[src/frm_pkg.sv]
`timescale 1ns / 1ps
// Package for the frame rate meter: shared types, widths and constants.
// Used by frm_serial_div and frame_rate_meter_ema.
package frm_pkg;

    localparam int DivQw   = 28;
    localparam int DivRw   = 33;
    localparam int DivCw   = 5;

    localparam logic [DivQw-1:0] RATE_NUM     = 28'd256000000;
    localparam logic [23:0]      RATE_MAX     = 24'hFFFFFF;
    localparam logic [DivCw-1:0] DIV1_STEPS   = 5'd28;
    localparam logic [DivCw-1:0] DIV2_STEPS   = 5'd24;
    localparam logic [DivCw-1:0] MUL_STEPS    = 5'd24;

    localparam logic [1:0]  CFG_REFRESH_PERIOD = 2'd0;
    localparam logic [1:0]  CFG_SMOOTHING_TIME = 2'd1;
    localparam logic [25:0] REFRESH_RESET      = 26'd500000;
    localparam logic [25:0] SMOOTHING_RESET    = 26'd1000000;

    typedef struct packed {
        logic             start;
        logic [DivCw-1:0] steps;
    } div_req_t;

endpackage

[src/frame_rate_meter_ema.sv]
`timescale 1ns / 1ps
// Top level of the exponentially smoothed frame rate meter.
// Depends on frm_pkg and frm_serial_div.
//
// Usage: each request on the evt channel (evt_valid, evt_stall, timestamp_us)
// is a frame-end event with a microsecond timestamp. Every event yields exactly
// one request on the res channel (res_valid, res_stall) carrying rate_q8,
// measured and refresh. Registers are written through cfg_valid/cfg_ready with
// cfg_index and cfg_data; cfg_ready is always high.
// The first event after reset and an event with zero interval go straight to
// ST_DONE. A measured event passes a bit-serial division for the instantaneous
// rate, a shift-add multiply and a bit-serial division for the blend; the two
// divisions share one divider. When the smoothed rate is zero the multiply and
// second division are skipped.
// One event is processed at a time; evt_stall is high while an event is in work.
// The next event is accepted while the previous result still waits on a stalled
// receiver; a finished result waits until the output register is free.
// Reset clears all history, the smoothed rate and the refresh accumulator, and
// restores the register defaults.
module frame_rate_meter_ema
    import frm_pkg::*;
(
    input  logic        clk,
    input  logic        rst_n,
    input  logic        evt_valid,
    output logic        evt_stall,
    input  logic [31:0] timestamp_us,
    output logic        res_valid,
    input  logic        res_stall,
    output logic [23:0] rate_q8,
    output logic        measured,
    output logic        refresh,
    input  logic        cfg_valid,
    output logic        cfg_ready,
    input  logic [1:0]  cfg_index,
    input  logic [25:0] cfg_data
);

    localparam logic [2:0] ST_IDLE = 3'd0;
    localparam logic [2:0] ST_DIV1 = 3'd1;
    localparam logic [2:0] ST_MUL  = 3'd2;
    localparam logic [2:0] ST_DIV2 = 3'd3;
    localparam logic [2:0] ST_FIN  = 3'd4;
    localparam logic [2:0] ST_DONE = 3'd5;

    logic [2:0]       state_reg, state_next;
    logic             have_prev_reg, have_prev_next;
    logic [31:0]      prev_time_reg, prev_time_next;
    logic [23:0]      smooth_reg, smooth_next;
    logic [31:0]      elapsed_reg, elapsed_next;
    logic [25:0]      period_reg, period_next;
    logic [25:0]      tconst_reg, tconst_next;
    logic [31:0]      dt_reg, dt_next;
    logic [55:0]      prod_reg, prod_next;
    logic             up_reg, up_next;
    logic [DivCw-1:0] cnt_reg, cnt_next;
    logic             meas_reg, meas_next;
    logic             refr_reg, refr_next;
    logic             res_valid_reg, res_valid_next;
    logic [23:0]      res_rate_reg, res_rate_next;
    logic             res_meas_reg, res_meas_next;
    logic             res_refr_reg, res_refr_next;

    div_req_t         div_req;
    logic [DivRw-1:0] div_rem_init;
    logic [DivQw-1:0] div_dvd_init;
    logic [DivRw-1:0] div_divisor;
    logic             div_busy;
    logic             div_done;
    logic [DivQw-1:0] div_quo;

    logic             evt_take;
    logic             out_free;
    logic [31:0]      dt_new;
    logic [23:0]      inst;
    logic [32:0]      mul_sum;
    logic [31:0]      addend;
    logic [32:0]      acc_sum;
    logic [31:0]      acc_sat;

    frm_serial_div u_div (
        .clk      (clk),
        .rst_n    (rst_n),
        .req      (div_req),
        .rem_init (div_rem_init),
        .dvd_init (div_dvd_init),
        .divisor  (div_divisor),
        .busy     (div_busy),
        .done     (div_done),
        .quotient (div_quo)
    );

    assign evt_stall = (state_reg != ST_IDLE);
    assign evt_take  = evt_valid && !evt_stall;
    assign out_free  = !res_valid_reg || !res_stall;
    assign cfg_ready = 1'b1;

    assign dt_new  = timestamp_us - prev_time_reg;
    assign inst    = (div_quo[DivQw-1:24] != '0) ? RATE_MAX : div_quo[23:0];
    assign addend  = prod_reg[0] ? dt_reg : 32'd0;
    assign mul_sum = {1'b0, prod_reg[55:24]} + {1'b0, addend};
    assign acc_sum = {1'b0, elapsed_reg} + {1'b0, dt_reg};
    assign acc_sat = acc_sum[32] ? 32'hFFFFFFFF : acc_sum[31:0];

    always_comb
    begin
        state_next     = state_reg;
        have_prev_next = have_prev_reg;
        prev_time_next = prev_time_reg;
        smooth_next    = smooth_reg;
        elapsed_next   = elapsed_reg;
        period_next    = period_reg;
        tconst_next    = tconst_reg;
        dt_next        = dt_reg;
        prod_next      = prod_reg;
        up_next        = up_reg;
        cnt_next       = cnt_reg;
        meas_next      = meas_reg;
        refr_next      = refr_reg;
        res_valid_next = res_valid_reg;
        res_rate_next  = res_rate_reg;
        res_meas_next  = res_meas_reg;
        res_refr_next  = res_refr_reg;
        div_req.start  = 1'b0;
        div_req.steps  = DIV1_STEPS;
        div_rem_init   = '0;
        div_dvd_init   = RATE_NUM;
        div_divisor    = {1'b0, dt_reg};

        if (cfg_valid && cfg_ready)
        begin
            if (cfg_index == CFG_REFRESH_PERIOD)
            begin
                period_next = cfg_data;
            end
            else if (cfg_index == CFG_SMOOTHING_TIME)
            begin
                tconst_next = cfg_data;
            end
        end

        if (res_valid_reg && !res_stall)
        begin
            res_valid_next = 1'b0;
        end

        unique case (state_reg)
            ST_IDLE:
            begin
                if (evt_take)
                begin
                    meas_next      = 1'b0;
                    refr_next      = 1'b0;
                    have_prev_next = 1'b1;
                    prev_time_next = timestamp_us;
                    dt_next        = dt_new;
                    if (have_prev_reg && (dt_new != 32'd0))
                    begin
                        div_req.start = 1'b1;
                        div_divisor   = {1'b0, dt_new};
                        state_next    = ST_DIV1;
                    end
                    else
                    begin
                        state_next = ST_DONE;
                    end
                end
            end
            ST_DIV1:
            begin
                if (div_done)
                begin
                    if (smooth_reg == 24'd0)
                    begin
                        smooth_next = inst;
                        state_next  = ST_FIN;
                    end
                    else
                    begin
                        up_next    = (inst >= smooth_reg);
                        prod_next  = {32'd0, (inst >= smooth_reg) ? inst - smooth_reg
                                                                  : smooth_reg - inst};
                        cnt_next   = MUL_STEPS;
                        state_next = ST_MUL;
                    end
                end
            end
            ST_MUL:
            begin
                prod_next = {mul_sum, prod_reg[23:1]};
                cnt_next  = cnt_reg - 1'b1;
                if (cnt_reg == DivCw'(1))
                begin
                    state_next = ST_DIV2;
                end
            end
            ST_DIV2:
            begin
                if (!div_busy && !div_done)
                begin
                    div_req.start = 1'b1;
                    div_req.steps = DIV2_STEPS;
                    div_rem_init  = {1'b0, prod_reg[55:24]};
                    div_dvd_init  = {prod_reg[23:0], 4'b0000};
                    div_divisor   = {1'b0, dt_reg} + {7'd0, tconst_reg};
                end
                else if (div_done)
                begin
                    smooth_next = up_reg ? smooth_reg + div_quo[23:0]
                                         : smooth_reg - div_quo[23:0];
                    state_next  = ST_FIN;
                end
            end
            ST_FIN:
            begin
                meas_next = 1'b1;
                if (acc_sat >= {6'd0, period_reg})
                begin
                    elapsed_next = 32'd0;
                    refr_next    = 1'b1;
                end
                else
                begin
                    elapsed_next = acc_sat;
                end
                state_next = ST_DONE;
            end
            ST_DONE:
            begin
                if (out_free)
                begin
                    res_valid_next = 1'b1;
                    res_rate_next  = smooth_reg;
                    res_meas_next  = meas_reg;
                    res_refr_next  = refr_reg;
                    state_next     = ST_IDLE;
                end
            end
            default:
            begin
                state_next = ST_IDLE;
            end
        endcase
    end

    always_ff @(posedge clk or negedge rst_n)
    begin
        if (!rst_n)
        begin
            state_reg     <= ST_IDLE;
            have_prev_reg <= 1'b0;
            prev_time_reg <= 32'd0;
            smooth_reg    <= 24'd0;
            elapsed_reg   <= 32'd0;
            period_reg    <= REFRESH_RESET;
            tconst_reg    <= SMOOTHING_RESET;
            cnt_reg       <= '0;
            res_valid_reg <= 1'b0;
        end
        else
        begin
            state_reg     <= state_next;
            have_prev_reg <= have_prev_next;
            prev_time_reg <= prev_time_next;
            smooth_reg    <= smooth_next;
            elapsed_reg   <= elapsed_next;
            period_reg    <= period_next;
            tconst_reg    <= tconst_next;
            cnt_reg       <= cnt_next;
            res_valid_reg <= res_valid_next;
        end
    end

    always_ff @(posedge clk)
    begin
        dt_reg       <= dt_next;
        prod_reg     <= prod_next;
        up_reg       <= up_next;
        meas_reg     <= meas_next;
        refr_reg     <= refr_next;
        res_rate_reg <= res_rate_next;
        res_meas_reg <= res_meas_next;
        res_refr_reg <= res_refr_next;
    end

    assign res_valid = res_valid_reg;
    assign rate_q8   = res_rate_reg;
    assign measured  = res_meas_reg;
    assign refresh   = res_refr_reg;

    // A new result is loaded only from the final state of an event.
    assert property (@(posedge clk) disable iff (!rst_n)
        $rose(res_valid) |-> $past(state_reg == ST_DONE))
        else $error("result appeared without a finished event");

    // A refresh is only ever reported together with a measurement.
    assert property (@(posedge clk) disable iff (!rst_n)
        (res_valid && refresh) |-> measured)
        else $error("refresh without measurement");

    // A measured result requires a stored previous timestamp.
    assert property (@(posedge clk) disable iff (!rst_n)
        (res_valid && measured) |-> have_prev_reg)
        else $error("measurement without previous timestamp");

    // The divider is quiet whenever the block waits for an event.
    assert property (@(posedge clk) disable iff (!rst_n)
        (state_reg == ST_IDLE) |-> (!div_busy && !div_done))
        else $error("divider active while idle");

endmodule

[src/frm_serial_div.sv]
`timescale 1ns / 1ps
// Restoring divider that retires one quotient bit per cycle.
// Depends on frm_pkg for widths and the request struct.
module frm_serial_div
    import frm_pkg::*;
(
    input  logic             clk,
    input  logic             rst_n,
    input  div_req_t         req,
    input  logic [DivRw-1:0] rem_init,
    input  logic [DivQw-1:0] dvd_init,
    input  logic [DivRw-1:0] divisor,
    output logic             busy,
    output logic             done,
    output logic [DivQw-1:0] quotient
);

    logic             busy_reg, busy_next;
    logic             done_reg, done_next;
    logic [DivCw-1:0] cnt_reg, cnt_next;
    logic [DivRw-1:0] rem_reg, rem_next;
    logic [DivRw-1:0] dsr_reg, dsr_next;
    logic [DivQw-1:0] dvd_reg, dvd_next;
    logic [DivQw-1:0] quo_reg, quo_next;
    logic [DivRw:0]   shifted;
    logic [DivRw+1:0] diff;
    logic             fits;

    assign shifted = {rem_reg, dvd_reg[DivQw-1]};
    assign diff    = {1'b0, shifted} - {2'b00, dsr_reg};
    assign fits    = !diff[DivRw+1];

    always_comb
    begin
        busy_next = busy_reg;
        done_next = 1'b0;
        cnt_next  = cnt_reg;
        rem_next  = rem_reg;
        dsr_next  = dsr_reg;
        dvd_next  = dvd_reg;
        quo_next  = quo_reg;
        if (req.start)
        begin
            busy_next = 1'b1;
            cnt_next  = req.steps;
            rem_next  = rem_init;
            dsr_next  = divisor;
            dvd_next  = dvd_init;
            quo_next  = '0;
        end
        else if (busy_reg)
        begin
            rem_next = fits ? diff[DivRw-1:0] : shifted[DivRw-1:0];
            dvd_next = {dvd_reg[DivQw-2:0], 1'b0};
            quo_next = {quo_reg[DivQw-2:0], fits};
            cnt_next = cnt_reg - 1'b1;
            if (cnt_reg == DivCw'(1))
            begin
                busy_next = 1'b0;
                done_next = 1'b1;
            end
        end
    end

    always_ff @(posedge clk or negedge rst_n)
    begin
        if (!rst_n)
        begin
            busy_reg <= 1'b0;
            done_reg <= 1'b0;
            cnt_reg  <= '0;
        end
        else
        begin
            busy_reg <= busy_next;
            done_reg <= done_next;
            cnt_reg  <= cnt_next;
        end
    end

    always_ff @(posedge clk)
    begin
        rem_reg <= rem_next;
        dsr_reg <= dsr_next;
        dvd_reg <= dvd_next;
        quo_reg <= quo_next;
    end

    assign busy     = busy_reg;
    assign done     = done_reg;
    assign quotient = quo_reg;

endmodule

[config.mk]
export PLATFORM = sky130hd
export DESIGN_NAME = frame_rate_meter_ema
export DESIGN_NICKNAME = d
export VERILOG_FILES = /design/src/frm_pkg.sv /design/src/frame_rate_meter_ema.sv /design/src/frm_serial_div.sv
export SDC_FILE = /design/constraint.sdc
export NUM_CORES = 1
export LEC_CHECK = 0
export BUFFER_PORTS_ARGS = -buffer_cell sky130_fd_sc_hd__clkbuf_2
export CORE_MARGIN = 2
export CORE_UTILIZATION = 50
export DETAILED_ROUTE_END_ITERATION = 7
export MAX_ROUTING_LAYER = met4
export PLACE_DENSITY_LB_ADDON = 0.2
export SYNTH_ARGS = -nofsm -noshare
export SYNTH_HDL_FRONTEND = slang
export SYNTH_SLANG_ARGS = --single-unit
[constraint.sdc]
create_clock -name clk -period 6.8 [get_ports clk]
set_input_delay 2.04 -clock clk [delete_from_list [all_inputs] [get_ports clk]]
set_output_delay 2.04 -clock clk [all_outputs]
set_load 0.02 [all_outputs]
==> After elaboration in Yosys (flattened, before gate mapping) <==
Cells that the tools add are included.
{ "op_classes": {"n_bitwise": 2, "n_eq_ne": 17, "mux": 59, "magnitude_cmp": 2, "n_addsub": 11, "reduce_logical": 31} }
{ "op_table": {"columns": ["cell", "n"], "rows": [
  ["$mux 32", 7],
  ["$mux 24", 7],
  ["$mux 33", 4],
  ["$mux 28", 4],
  ["$mux 56", 2],
  ["$pmux 56 s2", 1],
  ["$sub 24x24->24", 3],
  ["$add 32x32->33", 2],
  ["$pmux 33 s2", 1],
  ["$pmux 24 s2", 1],
  ["$sub 34x33->35", 1],
  ["$add 32x26->33", 1],
  ["$ge 32x26->1", 1],
  ["$reduce_bool 32->1", 1],
  ["$sub 32x32->32", 1],
  ["$mux 5", 5],
  ["$add 24x24->24", 1],
  ["$ge 24x24->1", 1],
  ["$logic_not 24->1", 1],
  ["$mux 3", 8],
  ["$pmux 3 s6", 1],
  ["$ne 2x2->1 const B", 7],
  ["$mux 1", 13],
  ["$reduce_and 3->1", 4],
  ["22 further kinds", 44]
]} }
{ "word_totals": {"ff_bits": 396, "output_inout_bits": 29, "inputBits": 65} }

==> Logic depth before layout (Yosys ltp) <==
{ "logic_depth": {"depth_word": 7, "depth_mapped": 26, "ltp_nobuf": 23} }

==> By module <==
From an unflattened synthesis, not the netlist that was laid out.
{ "unflattened": {"hier_cells": 3227, "area_unflattened_um2": 28981.5} }
{ "by_module_without_submodules": {"columns": ["mod", "cells_per_inst", "area_each_um2", "seq_area_each_um2", "n_inst"], "rows": [
  ["frame_rate_meter_ema", 2591, 22033.6, 7284.5, 1],
  ["frm_serial_div", 636, 6947.9, 3558.4, 1]
]} }

==> Worst setup path before layout <==
Ideal clock, no wire load.
{ "synth_timing": {"path_type": "input -> register", "from": "input timestamp_us[0]", "to": "register u_div.dsr_reg[0], enable pin", "required_time_ns": 6.390, "arrival_ns": 5.643, "path_slack_ns": 0.746, "cell_stages": 14, "setup_ns": 0.410, "cell_sequence": "inv_1 > ha_1 > fa_1 > nand2b_1 > a21oi_1 > o211ai_2 > a21o_1 > a211oi_2 > nor4_2 > nor4_1 > a311o_1 > nor4_4 > o21ai_2 > clkbuf_1"} }
{ "synth_via": {"elab_chain_len": 6} }
{ "synth_rtl": {"columns": ["element", "line", "source"], "rows": [
  ["from (decl)", "frame_rate_meter_ema.sv:27", "input logic [31:0] timestamp_us,"],
  ["$sub 32x32->32", "frame_rate_meter_ema.sv:98", "assign dt_new = timestamp_us - prev_time_reg;"],
  ["net dt_new[30]", "frame_rate_meter_ema.sv:74", "logic [31:0] dt_new;"],
  ["$reduce_bool 32->1", "frame_rate_meter_ema.sv:157", "if (have_prev_reg && (dt_new != 32'd0))"],
  ["$logic_and 1x1->1", "frame_rate_meter_ema.sv:157", null],
  ["$mux 1", "frame_rate_meter_ema.sv:157", null],
  ["$mux 1", "frame_rate_meter_ema.sv:150", "if (evt_take)"],
  ["$pmux 1 s2", "frame_rate_meter_ema.sv:147", "unique case (state_reg)"],
  ["to (signal assigned)", "frm_serial_div.sv:84", "dsr_reg <= dsr_next;"],
  ["to (decl)", "frm_serial_div.sv:22", "logic [DivRw-1:0] dsr_reg, dsr_next;"]
]} }
The timed path passes the listed nets, and every way through them passes these cells.
A chain may end at the register's enable or synchronous reset.

==> Worst setup path after layout <==
{ "layout_timing": {"from": "register dt_reg[0]", "to": "register refr_reg, enable pin"} }
{ "layout_via": {"elab_chain_len": 5} }
{ "layout_rtl": {"columns": ["element", "line", "source"], "rows": [
  ["from (decl)", "frame_rate_meter_ema.sv:53", "logic [31:0] dt_reg, dt_next;"],
  ["from (signal assigned)", "frame_rate_meter_ema.sv:276", "dt_reg <= dt_next;"],
  ["$add 32x32->33", "frame_rate_meter_ema.sv:102", "assign acc_sum = {1'b0, elapsed_reg} + {1'b0, dt_reg};"],
  ["$mux 32", "frame_rate_meter_ema.sv:103", "assign acc_sat = acc_sum[32] ? 32'hFFFFFFFF : acc_sum[31:0];"],
  ["$ge 32x26->1", "frame_rate_meter_ema.sv:217", "if (acc_sat >= {6'd0, period_reg})"],
  ["$ne 2x2->1 (no source line)", null, null],
  ["$reduce_and 3->1 (no source line)", null, null],
  ["to (signal assigned)", "frame_rate_meter_ema.sv:280", "refr_reg <= refr_next;"],
  ["to (decl)", "frame_rate_meter_ema.sv:58", "logic refr_reg, refr_next;"]
]} }
Every way passes these cells.

==> results by group <==
Status
  • Run status: finished clean

Yosys
  • YS warnings: 0
  • Post-synthesis cell count: 3203
  • #FFs+latches synth: 392
  • Sequential-to-total area share from yosys stat: 37.8%
  • Most used DFF post-synth: edfxtp_1
  • Share of async-settable or async-resettable flops after synthesis: 40.1%
  • Syn_nets: 3531
  • Number of synthesized flops with an enable pin: 207
  • Synth cell types: 90
  • Mapped Area: 0.0284 mm^2
  • Avg Synthesized Cell Area: 8.86 um^2

Clocking
  • H-tree levels: 2
  • CTS tree: done
  • Clk root buf: clkbuf_16
  • Clk slew on worst S/H paths: 0.06 ns
  • Clk_lat worst skew: 0.59 ns
  • Clock Path Buffers: 3
  • TritonCTS Sinks: 392
  • CTS Buf Count: 46
  • Post-CTS Setup Inserts: 0

STA
  • Final TNS setup: 0 ns
  • Final count of negative-setup-slack endpoints: 0
  • Hold Fails Final Rpt: 0
  • Tcrit/Tclk final: 91.2%
  • Post-route minimum period: 6.20 ns
  • RSZ-0062 raised after global routing: no
  • Max Freq: 0.161 GHz
  • Slew Limit Headroom: 26.0%
  • Max-slew violation count: 0
  • Least-Margin Pin Slew: 1.11 ns
  • Skew final: 0.0268 ns

Placed design
  • DP Cell Count: 3954
  • Number of buffers inserted by port buffering: 92
  • DP HPWL: 58.3 mm
  • Gpl congestion: 0.950

Worst setup path
  • RR Startpoint: dt_reg[0]
  • Worst endpoint required time: 7.14 ns
  • Worst Setup End Kind: register
  • CP Max Fanout: 27
  • Worst R2R End: refr_reg
  • Worst EP arrival: 6.54 ns
  • CP Launch Type: register
  • Critical path type: register to register
  • R2R cell count: 22
  • R2R Setup Slk: 0.60 ns

Power
  • Seq pwr share: 23.5%
  • Cell Pwr Density: 567 mW/mm^2
  • Sw power: 0.00807 W
  • Combinational Power Share: 61.9%
  • Clock share of power: 14.5%
  • Peak supply drop: 0.000467 V
  • Sw frac: 45.6%
  • Leak Pwr: 13.8 nW
  • Int Power: 0.00964 W

GRT
  • First-pass GRT wire length: 126 mm
  • Grt ovf: 0
  • Largest net degree at the start of global routing: 98
  • Initial antenna violation count: 1
  • Vias in the first global route: 23100
  • GR Util All Layers: 27.4%

Job
  • Max Cap Violations: 0

Final layout
  • Commonest non-fill, non-tap cells in the layout: nand2_1 (351), nor2_1 (292), o21ai_0 (257)
  • Area grow syn2layout: 10.0%
  • Most common cell after layout, fill and taps aside: nand2_1
  • Final #Nets: 3574
  • Max reg flops: 56
  • Share of cells above drive strength 1: 9.96%
  • Final Non-Filler Cells: 4042

Min path
  • Hold Crit Depth: 0
  • Worst hold endpoint: measured
  • Hold_sp: meas_reg
  • Min-Delay Path Class: register to register

Route
  • DR iter-0 viols: 1886
  • Vias: 23800
  • Vias/cell: 5.88
  • Final antenna-violating net count: 0
  • Aggregate routed wire length: 78.4 mm
  • Pre-antenna DRT Iters: 6
  • Drt drc: 0
  • Drt wl/cell: 19.4 um

Floorplanning
  • Cell Rows: 87
  • Core area: 0.0563 mm^2
  • Initial Util: 50.4%
  • Chip height: 242 um
  • Die ar.: 0.0587 mm^2
  • I/O Pins: 94
  • Die Wd: 242 um
## worst max-delay path by stage
stage	start	end	slack (ns)	depth (start not counted)
floorplan	timestamp_us[0]	u_div.dsr_reg[0]	0.75	14
global placement	dt_reg[0]	refr_reg	0.38	22
detailed placement	dt_reg[0]	refr_reg	0.35	22
CTS	dt_reg[0]	refr_reg	0.22	22
global route	dt_reg[0]	refr_reg	0.06	22
finish	dt_reg[0]	refr_reg	0.60	22
## through the flow
stage / setup WS [ns] / util (%) / instance area (um^2) / total power, W / hold slack [ns]
2_1_floorplan: 0.746 / - / 28400 / 0.0122 / 0.400
3_3_place_gp: 0.375 / 52.6 / 29600 / 0.0147 / 0.410
3_5_place_dp: 0.348 / 52.6 / 29600 / 0.0149 / 0.407
4_1_cts: 0.219 / 55.4 / 31200 / 0.0176 / 0.424
5_1_grt: 0.0634 / 55.5 / 31200 / 0.0191 / 0.424
6_report: 0.601 / 55.5 / 31200 / 0.0177 / 0.421
## critical path: stages (launching register included)
cell	delay, ns
edfxtp_1	0.43
ha_1	0.25
fa_1	0.44
a211o_1	0.33
a21oi_1	0.22
o211ai_1	0.12
a21oi_1	0.29
o31a_1	0.28
nand2_1	0.11
a21bo_1	0.23
a221o_2	0.50
nand2b_1	0.22
ha_1	0.31
a2111oi_2	0.39
nand3_1	0.16
a41oi_2	0.27
a2111oi_0	0.13
a2111oi_0	0.32
o21ai_0	0.17
nor4_1	0.20
nand4_1	0.19
buf_12	0.20
a21o_1	0.19
## cell type report
class	instances	area (um^2)
inverter	216	811
timing repair buffer	128	774
sequential	392	10700
tap	756	946
clock inverter	24	194
antenna	2	5.00
clock buffer	62	1370
multi-input combinational	2462	16400
fill	5136	25100
## power by group through the flow
stage | combinational [W] | clock (W) | sequential [W]
3_5_place_dp | 0.0107 | 0 | 0.00420
4_1_cts | 0.0108 | 0.00262 | 0.00416
3_3_place_gp | 0.0105 | 0 | 0.00419
5_1_grt | 0.0122 | 0.00272 | 0.00424
6_report | 0.0110 | 0.00257 | 0.00417
2_1_floorplan | 0.00821 | 0 | 0.00396
## cell families (layout without fill, tap and decap cells)
kind of cell,after synthesis,count (layout),synth area share [%]
fa+ha+maj,263,263,11.8
flops,392,392,37.8
mux,80,80,2.97
compound gates,938,938,20.9
simple gates,998,998,16.2
buf+inv,349,430,4.72
xor+xnor,182,182,5.62
other cells,1,3,0.0132
## synth_stat cells, types with 37 or more instances
master / number / area, um^2
clkbuf_1: 111 / 417
a21oi_1: 257 / 1290
o21ai_0: 257 / 1290
inv_1: 215 / 807
a21o_1: 84 / 631
nor3_1: 57 / 285
xnor2_1: 101 / 885
a211oi_1: 41 / 308
xor2_1: 81 / 709
and2_1: 56 / 350
nor2_1: 293 / 1100
nand3_1: 38 / 190
nand2b_1: 39 / 244
edfxtp_1: 207 / 6220
mux2i_1: 47 / 470
ha_1: 255 / 3190
nand2_1: 352 / 1320
o21a_1: 37 / 278
dfrtp_1: 143 / 3580
## per-layer routing
layer / GRT usage (%) / vias up / routed length [um]
met1: 37.7 / 11400 / 36200
li1: - / 11500 / -
met4: 8.33 / 0 / 2340
met2: 41.0 / 693 / 34300
met3: 5.20 / 147 / 5640
met5: - / - / 0
## what timing repair did
action,CTS,global route
gates resized for setup,0,4
hold buffers,0,0
setup endpoints to repair,0,27
Note: power is estimated with default switching activity, not from simulation.
